===== src/hdl/mvna_pkg.sv =====
// ----------------------------------------------------------------------------
// mvna_pkg
// shared codes, types and helpers for the mesh virtual to network address core
// ----------------------------------------------------------------------------
package mvna_pkg;

  // address field widths of the global and group regions
  localparam int GX_BITS = 6;
  localparam int GY_BITS = 5;
  localparam int WX_BITS = 6;
  localparam int WY_BITS = 6;

  // status codes
  localparam logic [2:0] ST_OK         = 3'd0;
  localparam logic [2:0] ST_UNMAPPED   = 3'd1;
  localparam logic [2:0] ST_GROUP_OOB  = 3'd2;
  localparam logic [2:0] ST_DRAM_RANGE = 3'd3;
  localparam logic [2:0] ST_NO_REGION  = 3'd4;

  // region codes
  localparam logic [1:0] RG_LOCAL  = 2'd0;
  localparam logic [1:0] RG_GROUP  = 2'd1;
  localparam logic [1:0] RG_GLOBAL = 2'd2;
  localparam logic [1:0] RG_DRAM   = 2'd3;

  // configuration register indexes
  localparam logic [2:0] CFG_ORIGIN_X  = 3'd0;
  localparam logic [2:0] CFG_ORIGIN_Y  = 3'd1;
  localparam logic [2:0] CFG_MESH_W    = 3'd2;
  localparam logic [2:0] CFG_MESH_H    = 3'd3;
  localparam logic [2:0] CFG_BASE_ROW  = 3'd4;
  localparam logic [2:0] CFG_NET_WIDTH = 3'd5;

  // tile offset decode result
  typedef struct packed {
    logic        hit;
    logic [30:0] epa;
    logic [30:0] sz;
  } dec_t;

  // ceil(log2(w)), saturating at 7
  function automatic logic [2:0] clog2_sat(input logic [6:0] w);
    logic [2:0] n;
    n = 3'd0;
    for (int i = 0; i < 7; i++) begin
      if ((8'd1 << i) < {1'b0, w}) begin
        n = 3'(i + 1);
      end
    end
    return n;
  endfunction

endpackage


===== src/hdl/mvna_tile_dec.sv =====
// ----------------------------------------------------------------------------
// mvna_tile_dec
// tile offset decode: data memory window or one of the control registers
// ----------------------------------------------------------------------------
module mvna_tile_dec #(
  parameter int EPA_BITS          = 18,
  parameter int DMEM_BYTES        = 4096,
  parameter int DMEM_BASE         = 4096,
  parameter int CSR_FREEZE_ADDR   = 8192,
  parameter int CSR_ORIGIN_X_ADDR = 8196,
  parameter int CSR_ORIGIN_Y_ADDR = 8200
) (
  input  logic [EPA_BITS-1:0] tile_off,
  output mvna_pkg::dec_t      dec
);
  import mvna_pkg::*;

  logic [31:0] m;
  logic        in_dmem;
  logic        is_csr;

  assign m       = 32'(tile_off);
  assign in_dmem = m < 32'(DMEM_BYTES);
  assign is_csr  = (m == 32'(CSR_FREEZE_ADDR)) || (m == 32'(CSR_ORIGIN_X_ADDR)) ||
                   (m == 32'(CSR_ORIGIN_Y_ADDR));

  always_comb begin
    dec.hit = in_dmem || is_csr;
    if (in_dmem) begin
      dec.epa = 31'(m + 32'(DMEM_BASE));
      dec.sz  = 31'(32'(DMEM_BYTES) - m);
    end else begin
      dec.epa = 31'(m);
      dec.sz  = 31'd4;
    end
  end

endmodule


===== src/hdl/mesh_virtual_to_network_address_core.sv =====
// ----------------------------------------------------------------------------
// mesh_virtual_to_network_address_core
// translates a tile virtual address into a network destination and offset
// ----------------------------------------------------------------------------
// Each request carries a 32-bit virtual address and the issuing tile's mesh
// coordinates; the core answers with one result: status, region, destination
// x/y, endpoint offset and the bytes left in the segment. Regions are decoded
// in priority order DRAM, global, group, local. The core is a three-stage
// pipeline (region decode and coordinates, range checks and tile decode,
// segment size and error masking) with a valid bit per stage, so it takes one
// request every cycle while out_stall is low. A stalled output only backs up
// stages that hold data: empty stages keep accepting. Configuration registers
// are written through cfg_we and are read directly by the pipeline, so they
// are to be written only while it is empty; the core does not enforce this.
// ----------------------------------------------------------------------------
module mesh_virtual_to_network_address_core #(
  parameter int EPA_BITS          = 18,
  parameter int DMEM_BYTES        = 4096,
  parameter int DMEM_BASE         = 4096,
  parameter int CSR_FREEZE_ADDR   = 8192,
  parameter int CSR_ORIGIN_X_ADDR = 8196,
  parameter int CSR_ORIGIN_Y_ADDR = 8200
) (
  input  logic        clk,
  input  logic        rst_n,
  // configuration
  input  logic        cfg_we,
  input  logic [2:0]  cfg_index,
  input  logic [6:0]  cfg_data,
  // request channel
  input  logic        in_valid,
  output logic        in_stall,
  input  logic [31:0] in_virt_addr,
  input  logic [5:0]  in_src_x,
  input  logic [5:0]  in_src_y,
  // result channel
  output logic        out_valid,
  input  logic        out_stall,
  output logic [2:0]  out_status,
  output logic [1:0]  out_region,
  output logic [6:0]  out_dest_x,
  output logic [6:0]  out_dest_y,
  output logic [30:0] out_endpoint_offset,
  output logic [30:0] out_segment_bytes
);
  import mvna_pkg::*;

  localparam int GROUP_BIT  = EPA_BITS + GX_BITS + GY_BITS;
  localparam int GLOBAL_BIT = EPA_BITS + WX_BITS + WY_BITS;
  localparam int DRAM_BIT   = GLOBAL_BIT + 1;

  // --------------------------------------------------------------------------
  // configuration registers
  // --------------------------------------------------------------------------
  logic [5:0] origin_x_r, origin_y_r, base_row_r;
  logic [6:0] mesh_w_r, mesh_h_r;
  logic [4:0] net_width_r;

  always_ff @(posedge clk) begin
    if (!rst_n) begin
      origin_x_r  <= 6'd0;
      origin_y_r  <= 6'd2;
      mesh_w_r    <= 7'd4;
      mesh_h_r    <= 7'd4;
      base_row_r  <= 6'd2;
      net_width_r <= 5'd28;
    end else if (cfg_we) begin
      case (cfg_index)
        CFG_ORIGIN_X:  origin_x_r  <= cfg_data[5:0];
        CFG_ORIGIN_Y:  origin_y_r  <= cfg_data[5:0];
        CFG_MESH_W:    mesh_w_r    <= cfg_data;
        CFG_MESH_H:    mesh_h_r    <= cfg_data;
        CFG_BASE_ROW:  base_row_r  <= cfg_data[5:0];
        CFG_NET_WIDTH: net_width_r <= cfg_data[4:0];
        default: ;
      endcase
    end
  end

  // derived DRAM geometry; the user must keep it static while requests are in flight, the core does not enforce this
  logic [2:0]  dram_xl;
  logic [4:0]  dram_shift;
  logic [5:0]  abits_raw;
  logic [4:0]  abits;
  logic [30:0] dram_maxsz;

  assign dram_xl    = clog2_sat(mesh_w_r);
  assign dram_shift = 5'(DRAM_BIT) - {2'b0, dram_xl};
  assign abits_raw  = {1'b0, net_width_r} + 6'd1;
  assign abits      = (abits_raw > 6'd30) ? 5'd30 : abits_raw[4:0];
  assign dram_maxsz = 31'd1 << abits;

  // --------------------------------------------------------------------------
  // pipeline flow control: a stage moves when the next one is empty or moving
  // --------------------------------------------------------------------------
  logic v1_r, v2_r, v3_r;
  logic en1, en2, en3;

  assign en3      = !v3_r || !out_stall;
  assign en2      = !v2_r || en3;
  assign en1      = !v1_r || en2;
  assign in_stall = !en1;

  always_ff @(posedge clk) begin
    if (!rst_n) begin
      v1_r <= 1'b0;
      v2_r <= 1'b0;
      v3_r <= 1'b0;
    end else begin
      if (en1) v1_r <= in_valid;
      if (en2) v2_r <= v1_r;
      if (en3) v3_r <= v2_r;
    end
  end

  // --------------------------------------------------------------------------
  // stage 1: region decode and destination coordinates
  // --------------------------------------------------------------------------
  logic [31:0] va1_r;
  logic [1:0]  region1_r, region1_nxt;
  logic        none1_r, none1_nxt;
  logic [6:0]  x1_r, x1_nxt;
  logic [6:0]  y1_r, y1_nxt;
  logic [31:0] va_dram_sh;
  logic [31:0] xl_mask;

  assign va_dram_sh = in_virt_addr >> dram_shift;
  assign xl_mask    = (32'd1 << dram_xl) - 32'd1;

  always_comb begin
    none1_nxt   = 1'b0;
    region1_nxt = RG_LOCAL;
    x1_nxt      = {1'b0, in_src_x};
    y1_nxt      = {1'b0, in_src_y};
    if (in_virt_addr[DRAM_BIT]) begin
      region1_nxt = RG_DRAM;
      x1_nxt      = 7'(va_dram_sh & xl_mask);
      y1_nxt      = mesh_h_r + {1'b0, base_row_r};
    end else if (in_virt_addr[GLOBAL_BIT]) begin
      region1_nxt = RG_GLOBAL;
      x1_nxt      = {1'b0, in_virt_addr[EPA_BITS +: WX_BITS]};
      y1_nxt      = {1'b0, in_virt_addr[EPA_BITS + WX_BITS +: WY_BITS]};
    end else if (in_virt_addr[GROUP_BIT]) begin
      region1_nxt = RG_GROUP;
      x1_nxt      = {1'b0, in_virt_addr[EPA_BITS +: GX_BITS]} + {1'b0, origin_x_r};
      y1_nxt      = {2'b0, in_virt_addr[EPA_BITS + GX_BITS +: GY_BITS]} +
                    {1'b0, origin_y_r};
    end else if (in_virt_addr[31:EPA_BITS] != '0) begin
      // address bits above the tile window with no region bit set
      none1_nxt = 1'b1;
    end
  end

  always_ff @(posedge clk) begin
    if (en1) begin
      va1_r     <= in_virt_addr;
      region1_r <= region1_nxt;
      none1_r   <= none1_nxt;
      x1_r      <= x1_nxt;
      y1_r      <= y1_nxt;
    end
  end

  // --------------------------------------------------------------------------
  // stage 2: tile decode, group bounds, DRAM offset and no-region checks
  // --------------------------------------------------------------------------
  dec_t        tdec;
  logic [30:0] dram_epa;
  logic [2:0]  status2_r, status2_nxt;
  logic [1:0]  region2_r;
  logic [6:0]  x2_r, y2_r;
  logic [30:0] epa2_r, epa2_nxt;
  logic [30:0] sz2_r, sz2_nxt;
  logic [2:0]  tile_st;

  mvna_tile_dec #(
    .EPA_BITS          (EPA_BITS),
    .DMEM_BYTES        (DMEM_BYTES),
    .DMEM_BASE         (DMEM_BASE),
    .CSR_FREEZE_ADDR   (CSR_FREEZE_ADDR),
    .CSR_ORIGIN_X_ADDR (CSR_ORIGIN_X_ADDR),
    .CSR_ORIGIN_Y_ADDR (CSR_ORIGIN_Y_ADDR)
  ) u_tile_dec (
    .tile_off (va1_r[EPA_BITS-1:0]),
    .dec      (tdec)
  );

  assign dram_epa = 31'(va1_r & ((32'd1 << dram_shift) - 32'd1));
  assign tile_st  = tdec.hit ? ST_OK : ST_UNMAPPED;

  always_comb begin
    epa2_nxt    = tdec.epa;
    sz2_nxt     = tdec.sz;
    status2_nxt = tile_st;
    case (region1_r)
      RG_DRAM: begin
        // size is finished in stage 3 as maxsz minus offset
        epa2_nxt    = dram_epa;
        sz2_nxt     = dram_maxsz;
        status2_nxt = (dram_epa >= dram_maxsz) ? ST_DRAM_RANGE : ST_OK;
      end
      RG_GROUP: begin
        if (x1_r >= mesh_w_r || y1_r >= mesh_h_r) begin
          status2_nxt = ST_GROUP_OOB;
        end
      end
      RG_LOCAL: begin
        if (none1_r) begin
          status2_nxt = ST_NO_REGION;
        end
      end
      default: ;
    endcase
  end

  always_ff @(posedge clk) begin
    if (en2) begin
      status2_r <= status2_nxt;
      region2_r <= region1_r;
      x2_r      <= x1_r;
      y2_r      <= y1_r;
      epa2_r    <= epa2_nxt;
      sz2_r     <= sz2_nxt;
    end
  end

  // --------------------------------------------------------------------------
  // stage 3: DRAM segment size, zero everything but status and region on error
  // --------------------------------------------------------------------------
  logic        ok2;
  logic [30:0] sz3_calc;
  logic [2:0]  status3_r;
  logic [1:0]  region3_r;
  logic [6:0]  x3_r, x3_nxt;
  logic [6:0]  y3_r, y3_nxt;
  logic [30:0] epa3_r, epa3_nxt;
  logic [30:0] sz3_r, sz3_nxt;

  assign ok2      = status2_r == ST_OK;
  assign sz3_calc = (region2_r == RG_DRAM) ? (sz2_r - epa2_r) : sz2_r;
  assign x3_nxt   = ok2 ? x2_r : 7'd0;
  assign y3_nxt   = ok2 ? y2_r : 7'd0;
  assign epa3_nxt = ok2 ? epa2_r : 31'd0;
  assign sz3_nxt  = ok2 ? sz3_calc : 31'd0;

  always_ff @(posedge clk) begin
    if (en3) begin
      status3_r <= status2_r;
      region3_r <= region2_r;
      x3_r      <= x3_nxt;
      y3_r      <= y3_nxt;
      epa3_r    <= epa3_nxt;
      sz3_r     <= sz3_nxt;
    end
  end

  assign out_valid           = v3_r;
  assign out_status          = status3_r;
  assign out_region          = region3_r;
  assign out_dest_x          = x3_r;
  assign out_dest_y          = y3_r;
  assign out_endpoint_offset = epa3_r;
  assign out_segment_bytes   = sz3_r;

endmodule

===== config.mk =====
export PLATFORM = sky130hd
export DESIGN_NAME = mesh_virtual_to_network_address_core
export DESIGN_NICKNAME = d
export VERILOG_FILES = /design/src/hdl/mvna_pkg.sv /design/src/hdl/mvna_tile_dec.sv /design/src/hdl/mesh_virtual_to_network_address_core.sv
export SDC_FILE = /design/constraint.sdc
export NUM_CORES = 1
export LEC_CHECK = 0
export BUFFER_PORTS_ARGS = -buffer_cell sky130_fd_sc_hd__buf_2
export CORE_ASPECT_RATIO = 0.7
export CORE_MARGIN = 4
export CORE_UTILIZATION = 56
export CTS_BUF_LIST = sky130_fd_sc_hd__clkbuf_2
export DETAILED_ROUTE_END_ITERATION = 10
export GPL_TIMING_DRIVEN = 1
export PLACE_DENSITY = 0.9
export SYNTH_ARGS = -nofsm -noshare
export SYNTH_HDL_FRONTEND = slang
export SYNTH_SLANG_ARGS = --single-unit

===== constraint.sdc =====
create_clock -name clk -period 4.1 [get_ports clk]
set_clock_uncertainty 0.05 [all_clocks]
set_input_delay 0.205 -clock clk [delete_from_list [all_inputs] [get_ports clk]]
set_output_delay 0.205 -clock clk [all_outputs]
set_load 0.02 [all_outputs]

==> flow_summary.rst <==
.. list-table::
   :header-rows: 1

   * - Metric
     - Value
   * - Tmin final
     - 3.91 ns
   * - Buffer cell driving the clock tree root
     - sky130_fd_sc_hd__clkbuf_2
   * - Initial antenna violation count
     - 0
   * - Site Rows
     - 47
   * - Utilization of the core after routing
     - 0.687
   * - Vias in the first global route
     - 11300
   * - Combinational power share
     - 0.181
   * - Global-route usage over all layers
     - 0.275
   * - Post-Synth XOR/XNOR Area
     - 0.0304
   * - CP Capture Type
     - flop
   * - Post-synthesis cell area
     - 13800 sq um
   * - Die Outline Area
     - 27300 sq um
   * - Slowest cell on the critical path
     - sky130_fd_sc_hd__dfxtp_2
   * - Family of cells with the greatest summed delay on the critical path
     - compound AO/OA/AOI/OAI gates
   * - Clock network fraction of design power
     - 0.283
   * - Number of buffers added by the clock tree synthesis step
     - 57
   * - Multi-input gate area
     - 6220 sq um
   * - Instance count of the mapped netlist
     - 1315
   * - Wire length of the first global-routing pass
     - 60.1 mm
   * - Part of the Yosys area used for sequential elements
     - 0.515
   * - Status
     - complete, no violations
   * - Asr flop ratio synth
     - 0
   * - CP Data Required Time
     - 4.76 ns
   * - Slew at the pin with the worst max-slew slack
     - 1.27 ns
   * - Final layout net count
     - 1749
   * - Portion of the clock cycle consumed by the worst path in the final layout
     - 0.954
   * - Routed vias
     - 11500
   * - Pin count of the biggest net entering global routing
     - 44
   * - Max-slew violation count
     - 0
   * - Compound-gate portion of the synthesized area
     - 0.126
   * - Post-DP HPWL
     - 25.9 mm
   * - Antenna violation net count after detailed routing
     - 0
   * - CTS Sinks
     - 250
   * - Type of origin of the critical path
     - flop
   * - Internal power
     - 3970 uW
   * - Lkg Pwr
     - 0.00727 uW
   * - Number of buffers on the longest clock path
     - 3
   * - #FFs+latches synth
     - 250
   * - Clock tree from TritonCTS
     - built
   * - Layout cell share with drive strength beyond 1
     - 0.173
   * - Clock Pin Slew Worst Setup and Hold Paths
     - 0.12 ns
   * - Post-synthesis mux area share
     - 0.0351
   * - Standard cell core area
     - 23900 sq um
   * - Max-Cap Viols
     - 0
   * - Peak supply drop
     - 0.199 mV
   * - Synthesized-area fraction occupied by adder cells
     - 0.0973
   * - Width of the die
     - 196 microns
   * - Starting density of the core
     - 0.577
   * - Tot Pwr
     - 5680 uW
   * - Overall overflow remaining after global route
     - 0
   * - Wirelength, routed
     - 38.1 mm
   * - Sequential standard cell area
     - 7110 sq um
   * - GP Congestion
     - 0.970
   * - Total Negative Setup Slacks
     - 0 ns
   * - Routed length per placed instance
     - 19.5 microns
   * - Drc violations
     - 0
   * - Worst EP arrival
     - 4.57 ns
   * - Final setup violation count
     - 0
   * - Ports placed on the boundary
     - 142
   * - Critical Path, Cell by Cell
     - ha_1 -> nand2_1 -> nor2_1 -> a21oi_1 -> or3_1 -> a21oi_1 -> nor2_1 -> and3_1 -> nand2_1 -> ha_1 -> a21o_1 -> a21o_1 -> a21oi_1 -> nand2_1 -> o21ai_0 -> nor3_1 -> o41ai_2 -> o211ai_1 -> a32o_1
   * - Switching power total
     - 1710 uW
   * - Number of port buffers
     - 141
   * - Via/cell ratio
     - 5.90
   * - Overall die height
     - 139 microns
   * - Maximum single-stage delay on the critical path
     - 0.39 ns
   * - DR iter-0 viols
     - 1774
   * - Clock latency at the later pin of the worst-skew pair
     - 0.94 ns
   * - Remaining max-slew budget at the tightest pin
     - 0.145
   * - Number of hold violations in the final report
     - 0
   * - Setup repair after global routing missed its margin
     - no
   * - Sequential power share
     - 0.536
   * - Number of H-tree levels
     - 2
   * - Count of fill cells added during filler insertion
     - 1724
   * - Synthesized area divided by synthesized cell count
     - 10.5 sq um
   * - Count of warnings emitted by yosys
     - 0
   * - Post-synth cell types
     - 72
   * - Max frequency
     - 256 MHz
   * - Sw frac
     - 0.301
   * - Crit path buffers/inverters
     - 0
   * - Highest fanout seen on the critical path
     - 7
   * - Net count after synthesis
     - 1479
   * - DR pass1 iterations
     - 6
   * - Primary flip-flop cell chosen by synthesis mapping
     - sky130_fd_sc_hd__edfxtp_1
   * - P&R area growth vs syn
     - 19.0%
   * - Post-Synth Simple-Gate Area
     - 0.160
   * - Post-CTS setup-driven buffer insertion count
     - 0
   * - Power per cell area
     - 346 nW/um^2
   * - Type of the worst min-delay path
     - input pin to flop
   * - Critical path start-end classification
     - flop to flop
   * - Largest family of logic cells by synthesized area
     - simple AND/OR/NAND/NOR gates
   * - Number of flops mapped to enable cells by yosys
     - 210
## state kept, by name, summed over array words and instances, names as in the netlist, 31 cells and up
| register | count |
|---|---|
| out_endpoint_offset | 31 |
| sz2_r | 31 |
| va1_r | 31 |
| epa2_r | 31 |
| out_segment_bytes | 31 |
## cell families (layout without fill, tap and decap cells)
| group | Yosys count | count (layout) |
|---|---|---|
| flops | 250 | 250 |
| xor+xnor | 48 | 48 |
| compound gates | 279 | 279 |
| fa+ha+maj | 105 | 105 |
| other cells | 0 | 1 |
| mux | 47 | 47 |
| simple gates | 457 | 457 |
| buf+inv | 129 | 442 |
## worst reg2reg max path, cell delays in order, from the launching register on
cell and delay, ns:
sky130_fd_sc_hd__dfxtp_2 0.39, sky130_fd_sc_hd__ha_1 0.20, sky130_fd_sc_hd__nand2_1 0.11, sky130_fd_sc_hd__nor2_1 0.11, sky130_fd_sc_hd__a21oi_1 0.04, sky130_fd_sc_hd__or3_1 0.32, sky130_fd_sc_hd__a21oi_1 0.25, sky130_fd_sc_hd__nor2_1 0.12
sky130_fd_sc_hd__and3_1 0.21, sky130_fd_sc_hd__nand2_1 0.08, sky130_fd_sc_hd__ha_1 0.24, sky130_fd_sc_hd__a21o_1 0.18, sky130_fd_sc_hd__a21o_1 0.17, sky130_fd_sc_hd__a21oi_1 0.16, sky130_fd_sc_hd__nand2_1 0.06, sky130_fd_sc_hd__o21ai_0 0.25
sky130_fd_sc_hd__nor3_1 0.10, sky130_fd_sc_hd__o41ai_2 0.37, sky130_fd_sc_hd__o211ai_1 0.18, sky130_fd_sc_hd__a32o_1 0.23
## layout by cell type, fill, tap and decap left out, types with 20 or more instances in the layout
cell type,netlist,layout
sky130_fd_sc_hd__ha_1,101,101
sky130_fd_sc_hd__a21o_1,32,32
sky130_fd_sc_hd__o21ai_0,56,56
sky130_fd_sc_hd__inv_1,76,75
sky130_fd_sc_hd__and2_1,29,29
sky130_fd_sc_hd__edfxtp_1,210,210
sky130_fd_sc_hd__buf_2,4,141
sky130_fd_sc_hd__dfxtp_1,40,38
sky130_fd_sc_hd__mux2i_1,44,44
sky130_fd_sc_hd__nor2_1,99,99
sky130_fd_sc_hd__clkbuf_2,0,86
sky130_fd_sc_hd__a21oi_1,87,87
sky130_fd_sc_hd__nor2b_1,43,43
sky130_fd_sc_hd__nand2_1,144,142
sky130_fd_sc_hd__nor3_1,21,20
sky130_fd_sc_hd__buf_4,0,20
sky130_fd_sc_hd__dlygate4sd3_1,0,102
sky130_fd_sc_hd__nand3_1,26,26
sky130_fd_sc_hd__xnor2_1,31,31
## path summary, 6_finish.rpt
path | from | to | slack [ns] | cells past startpoint
hold / removal | in_virt_addr[4] | va1_r[4]$_DFFE_PN_ | 0.07 | 2
setup / recovery | net_width_r[1]$_SDFFE_PN0P_ | status2_r[0]$_DFFE_PP_ | 0.19 | 19
hold reg to reg | x1_r[3]$_DFFE_PN_ | x2_r[3]$_DFFE_PP_ | 0.42 | 0
setup reg to reg | net_width_r[1]$_SDFFE_PN0P_ | status2_r[0]$_DFFE_PP_ | 0.19 | 19
## cell usage after synthesis, drive strengths merged (14+ instances only)
cell	count	area share
nor3	21	0.0076
a21o	32	0.017
a21oi	87	0.032
nor2b	43	0.019
nor2	100	0.027
edfxtp	210	0.46
nand2	146	0.040
nand2b	19	0.0086
nand3	26	0.0094
and3	19	0.0086
xor2	17	0.011
ha	101	0.091
and2	29	0.013
inv	76	0.021
dfxtp	40	0.058
clkbuf	44	0.012
o22ai	14	0.0063
nand4	17	0.0077
xnor2	31	0.020
mux2i	44	0.032
o21ai	73	0.027
## area by class of cell
type | count | share of cell area
sequential | 250 | 0.432
multi-input combinational | 936 | 0.379
timing repair buffer | 264 | 0.115
clock buffer | 86 | 0.0262
tap | 318 | 0.0242
inverter | 76 | 0.0174
clock inverter | 16 | 0.00586
antenna | 1 | 0.000152
## layer usage
metal / track usage / wire length [microns]
met1: 0.397 / 16000
met2: 0.416 / 16500
met3: 0.0657 / 4550
met4: 0.0823 / 959
met5: 0 / 0
## power by group through the flow
stage          Sequential (uW)  Combinational (uW)  Clock (uW)
2_1_floorplan             3210                 490           0
3_3_place_gp              3090                 888           0
3_5_place_dp              3100                 920           0
4_1_cts                   3050                 999        1630
5_1_grt                   3070                1110        1790
6_report                  3050                1030        1610
## metrics by stage
step / cell area (sq um) / std cells / setup WS, ns / hold WS [ns]
detailed placement: 14900 / 1742 / -0.00164 / 0.333
floorplan: 13800 / 1315 / 0.173 / 0.254
CTS: 16400 / 1946 / 0.116 / 0.000360
global placement: 14900 / 1742 / 0.0644 / 0.331
global route: 16400 / 1946 / 0.0130 / 0.0213
finish: 16400 / 1947 / 0.189 / 0.0668
## timing repair
action	4_1_cts	5_1_grt
endpoints found under the hold margin	134	0
hold buffers	102	0
resized for setup	0	3
setup endpoints to repair	0	2
No activity file was read; power rests on OpenSTA's default activity.
